<file path="src/rtl/core/ctt_pkg.sv">
// Shared types, constants and codes of the TCP connection tracker.
package ctt_pkg;

  localparam int TABLE_ENTRIES = 256;
  localparam int IDX_W = $clog2(TABLE_ENTRIES);
  localparam int CNT_W = $clog2(TABLE_ENTRIES + 1);
  localparam int IN_TDATA_W = 200;
  localparam int OUT_TDATA_W = 56;

  localparam logic [1:0] ST_SYN = 2'd0;
  localparam logic [1:0] ST_SYNACK = 2'd1;
  localparam logic [1:0] ST_EST = 2'd2;
  localparam logic [1:0] DIR_UNKNOWN = 2'd2;

  typedef enum logic [1:0] {
    S_IDLE,
    S_SCAN,
    S_FIN
  } ctl_state_t;

  typedef struct packed {
    logic [15:0] captured_len;
    logic [15:0] payload_len;
    logic [31:0] ack_num;
    logic [31:0] seq_num;
    logic        fin_flag;
    logic        ack_flag;
    logic        syn_flag;
    logic        direction;
    logic [15:0] dst_port;
    logic [15:0] src_port;
    logic [31:0] dst_addr;
    logic [31:0] src_addr;
  } in_item_t;

  typedef struct packed {
    logic        table_full;
    logic        fin_seen;
    logic [31:0] next_seq;
    logic        continuation;
    logic        became_established;
    logic        second_half;
    logic [1:0]  conn_direction;
    logic [1:0]  conn_state;
    logic [7:0]  entry_index;
    logic        hit;
  } out_item_t;

  typedef struct packed {
    logic [95:0] key;
    logic [1:0]  state;
    logic [1:0]  dir;
    logic [31:0] seq1;
    logic [31:0] seq2;
  } entry_t;

  typedef struct packed {
    logic             we;
    logic [IDX_W-1:0] addr;
    entry_t           data;
    logic             create;
    logic             cont_nxt;
  } upd_ctl_t;

endpackage

</file>
<file path="src/rtl/core/ctt_update.sv">
// Connection entry update and result formation for one packet.
module ctt_update (
  input  ctt_pkg::in_item_t           item,
  input  logic                        hit,
  input  logic                        hit_second,
  input  logic [ctt_pkg::IDX_W-1:0]   hit_idx,
  input  ctt_pkg::entry_t             old_entry,
  input  logic [ctt_pkg::CNT_W-1:0]   fill,
  input  logic                        cont_flag,
  output ctt_pkg::upd_ctl_t           ctl,
  output ctt_pkg::out_item_t          res
);

  ctt_pkg::entry_t                 ne;
  logic [ctt_pkg::IDX_W-1:0]       idx;
  logic [ctt_pkg::IDX_W+7:0]       idx_ext;
  logic                            second;
  logic                            became;
  logic                            cont;
  logic                            fin_seen;
  logic                            full;
  logic                            same_dir;
  logic [31:0]                     seq_end;
  logic [95:0]                     fwd_key;
  logic [95:0]                     rev_key;

  always_comb begin
    fwd_key = {item.src_addr, item.dst_addr, item.src_port, item.dst_port};
    rev_key = {item.dst_addr, item.src_addr, item.dst_port, item.src_port};
    same_dir = (old_entry.dir == {1'b0, item.direction});
    seq_end = item.seq_num + {16'd0, item.payload_len};
    ne = old_entry;
    idx = hit_idx;
    second = hit_second;
    became = 1'b0;
    cont = 1'b0;
    fin_seen = 1'b0;
    full = 1'b0;
    ctl.cont_nxt = cont_flag;
    ctl.create = 1'b0;
    ctl.we = 1'b0;
    if (hit) begin
      ctl.we = 1'b1;
      case (old_entry.state)
        ctt_pkg::ST_SYN: begin
          if (!same_dir && item.syn_flag && item.ack_flag) begin
            ne.state = ctt_pkg::ST_SYNACK;
            ne.seq1 = old_entry.seq1 + 32'd1;
            ne.seq2 = item.seq_num;
          end
        end
        ctt_pkg::ST_SYNACK: begin
          if (same_dir && !item.syn_flag && item.ack_flag) begin
            ne.state = ctt_pkg::ST_EST;
            ne.seq2 = old_entry.seq2 + 32'd1;
            became = 1'b1;
          end
        end
        ctt_pkg::ST_EST: begin
          if (item.captured_len < item.payload_len) begin
            ctl.cont_nxt = 1'b1;
            cont = 1'b1;
          end else begin
            ctl.cont_nxt = 1'b0;
            if (hit_second) begin
              ne.seq2 = seq_end;
            end else begin
              ne.seq1 = seq_end;
            end
            fin_seen = item.fin_flag;
          end
        end
        default: begin
        end
      endcase
    end else begin
      idx = fill[ctt_pkg::IDX_W-1:0];
      full = (fill == ctt_pkg::CNT_W'(ctt_pkg::TABLE_ENTRIES));
      if (item.syn_flag && !item.ack_flag) begin
        second = 1'b0;
        ne.dir = {1'b0, item.direction};
        ne.state = ctt_pkg::ST_SYN;
        ne.seq1 = item.seq_num;
        ne.seq2 = 32'd0;
      end else if (item.syn_flag) begin
        second = 1'b1;
        ne.dir = {1'b0, ~item.direction};
        ne.state = ctt_pkg::ST_SYNACK;
        ne.seq1 = item.ack_num;
        ne.seq2 = item.seq_num;
      end else if (item.ack_flag) begin
        second = !item.direction;
        ne.dir = {1'b0, item.direction};
        ne.state = ctt_pkg::ST_EST;
        ne.seq1 = item.seq_num;
        ne.seq2 = item.ack_num;
      end else begin
        second = !item.direction;
        ne.dir = ctt_pkg::DIR_UNKNOWN;
        ne.state = ctt_pkg::ST_EST;
        ne.seq1 = item.ack_num;
        ne.seq2 = item.seq_num;
      end
      ne.key = second ? rev_key : fwd_key;
      became = (ne.state == ctt_pkg::ST_EST);
      ctl.we = !full;
      ctl.create = !full;
    end
    ctl.addr = idx;
    ctl.data = ne;
    idx_ext = {8'd0, idx};
    res = '0;
    if (full) begin
      res.table_full = 1'b1;
    end else begin
      res.hit = hit;
      res.entry_index = idx_ext[7:0];
      res.conn_state = ne.state;
      res.conn_direction = ne.dir;
      res.second_half = second;
      res.became_established = became;
      res.continuation = cont;
      res.next_seq = second ? ne.seq2 : ne.seq1;
      res.fin_seen = fin_seen;
    end
  end

endmodule

</file>
<file path="config.mk">
export PLATFORM = sky130hd
export DESIGN_NAME = ctt_update
export DESIGN_NICKNAME = d
export VERILOG_FILES = /design/src/rtl/core/ctt_pkg.sv /design/src/rtl/core/ctt_update.sv
export SDC_FILE = /design/constraint.sdc
export NUM_CORES = 1
export LEC_CHECK = 0
export BUFFER_PORTS_ARGS = -buffer_cell sky130_fd_sc_hd__buf_2
export CAP_MARGIN = 10
export CELL_PAD_IN_SITES_DETAIL_PLACEMENT = 1
export CELL_PAD_IN_SITES_GLOBAL_PLACEMENT = 2
export CORE_AREA = 2 2 234 236
export DETAILED_ROUTE_END_ITERATION = 10
export DIE_AREA = 0 0 236 238
export GPL_TIMING_DRIVEN = 0
export PLACE_DENSITY_LB_ADDON = 0.1
export SETUP_SLACK_MARGIN = 0.02
export SLEW_MARGIN = 10
export SYNTH_ARGS = -nofsm -noshare
export SYNTH_HDL_FRONTEND = slang
export SYNTH_SLANG_ARGS = --single-unit
</file>
<file path="constraint.sdc">
create_clock -name vclk -period 5.7
set_input_delay 0.285 -clock vclk [all_inputs]
set_output_delay 0.285 -clock vclk [all_outputs]
set_load 0.01 [all_outputs]
</file>
==> out/metrics.yaml <==
antenna_left: 0
core.rowCount: 85
num_vias: 16280
yosysTopAreaCellShare: 0.1536
port_buffers: 591
setup_viol: 0
initial_core_util: 0.1876
antenna_found_initial: 18
ir_drop_mv: 0.04174
grt_max_degree: 11
synth_cells: 1580
p_leak_uw: 0.006402
syn_avg_cell_area_um2: 6.351
fp.dieArea_mm2: 0.05617
worst_slew_margin_rel: 0.05007
arrival_ps: 5040
final_nets: 2589
seq_area_um2: 0
worst_setup_path_end_kind: "output port"
status: "finished clean"
fmax_mhz: 187.9
power.density_mw_per_mm2: 115.0
finalCriticalPeriod_ps: 5322
drc_errors: 0
die_x_um: 236
dp_hpwl_mm: 77.28
synth_top_area_cell: "mux2i_1"
routed_wl_mm: 94.26
grt_pass1_vias: 16190
hold_violations: 0
crit_start: "item[171]"
cap_violations: 0
fin_hold_ws_ps: 860.8
grt_use_total: 0.3168
seq_cells: 0
rsz0062_at_grt: "no"
wire_per_inst_um: 32.81
die_h_um: 238
drt_first_pass_iters: 5
num-clock-buffers: 0
crit_required_ps: 5410
drv_slew: 0
ys_top_cells_by_area: "mux2i_1 15%, o21ai_0 9.0%, nand2_1 8.5%"
core_mm2: 0.05350
io_pins: 605
yosys_warnings: 0
crit_fanout: 10
min-delay-start: "cont_flag"
syn_nets: 1994
gp_congestion: 0.9806
overflow: 0
ys_types: 94
syn_to_final_growth_pct: 38.43
avgViaCountPerCell: 5.665
drive_gt1_frac: 0.3175
hp-class: "primary input to output port"
syn_area_mm2: 0.01003
worstSetupPathType: "primary input to output port"
tns_ps: 0
period_share: 0.9337
start_kind: "primary input"
ctsResizeCount: 0
seq_area_frac_synth: 0
drtIter0Drc: 1535
cts_setup_buffers: 0
grt_pass1_wl_mm: 127.8
worstMarginPinSlew_ps: 1425
cts_hold_buf: 0
-- stage by stage --
stage	setup slack (ps)	instances	utilization	area [um^2]	total power [uW]
after CTS	623.5	2868	0.2592	13870	1566
final	377.8	2873	0.2597	13890	1597
after global placement	673.8	2867	0.2592	13860	1552
after detailed placement	609.4	2868	0.2592	13870	1559
after global routing	279.9	2872	0.2596	13890	1680
after floorplan	2566	1580	-	10030	764.9
-- routing by layer --
| metal | track usage | wire [um] | vias up |
|---|---|---|---|
| li1 | - | - | 7148 |
| met1 | 0.4314 | 41720 | 8147 |
| met2 | 0.5101 | 41920 | 813 |
| met3 | 0.06108 | 7624 | 152 |
| met4 | 0.08049 | 2892 | 16 |
| met5 | 0 | 92 | - |
-- placed cells by master, fill, tap and decap left out, types with 7 or more instances in the layout --
cell	n
clkbuf_8	7
a221oi_1	27
nor2_1	98
and4_1	13
and3_1	15
o21ai_0	181
xor2_1	15
nor2b_1	14
nand2_1	227
o211ai_1	20
a221o_1	7
a211oi_1	26
o31ai_1	11
or3_1	9
nor4_1	11
nand2b_1	9
buf_2	600
mux2_2	40
a31oi_1	19
buf_1	20
o21a_1	9
nand3_1	52
and2_1	12
mux2i_1	154
a21o_1	9
nor3_1	42
inv_1	53
or4_1	9
a21oi_1	110
nand4_1	33
o22ai_1	8
a22o_1	10
ha_1	33
o32ai_1	10
clkbuf_1	96
xnor2_1	31
-- Yosys cell counts, types with 31 or more instances --
cell,instances
clkbuf_1,97
nor3_1,42
mux2i_1,154
a21oi_1,110
inv_1,53
nor2_1,98
ha_1,33
o21ai_0,181
nand4_1,33
nand3_1,52
mux2_2,40
xnor2_1,31
nand2_1,227
-- layout make-up --
class              count  area, um^2
diodes                 4       10.01
plain buffers        139       690.7
fillers             6918       39600
inverters             55       206.4
multi-input cells   1386        9139
well taps            696       870.8
repair buffers       593        2974
-- critical path, stage by stage --
cell and delay [ps]:
buf_2 90, inv_1 40, ha_1 300, nand2_1 60, o21ai_0 590, a21oi_1 230
a21boi_1 620, clkbuf_1 840, clkbuf_1 760, a221oi_1 230, nor2_1 550, a21oi_1 240
buf_2 200
-- cells by family after synthesis --
logic type,Yosys count,synth area share
AND/OR/NAND/NOR,573,0.2768
multiplexers,194,0.1985
XOR/XNOR,47,0.04177
AO/OA/AOI/OAI,538,0.3505
adder cells (fa/ha/maj),34,0.04314
buffers and inverters,194,0.08928
-- report_power, final --
| group | internal [uW] | leakage [uW] | total [uW] | switching, uW |
|---|---|---|---|---|
| sequential | 0 | 0 | 0 | 0 |
| clock | 0.0000949 | 0.0000000254 | 0.0000949 | 0 |
| combinational | 549 | 0.00640 | 1600 | 1050 |
-- final timing paths --
check	to	slack (ps)	cells after the start
min	ctl[0]	860	3
max	ctl[3]	380	13
Note: power is estimated with default switching activity, not from simulation.
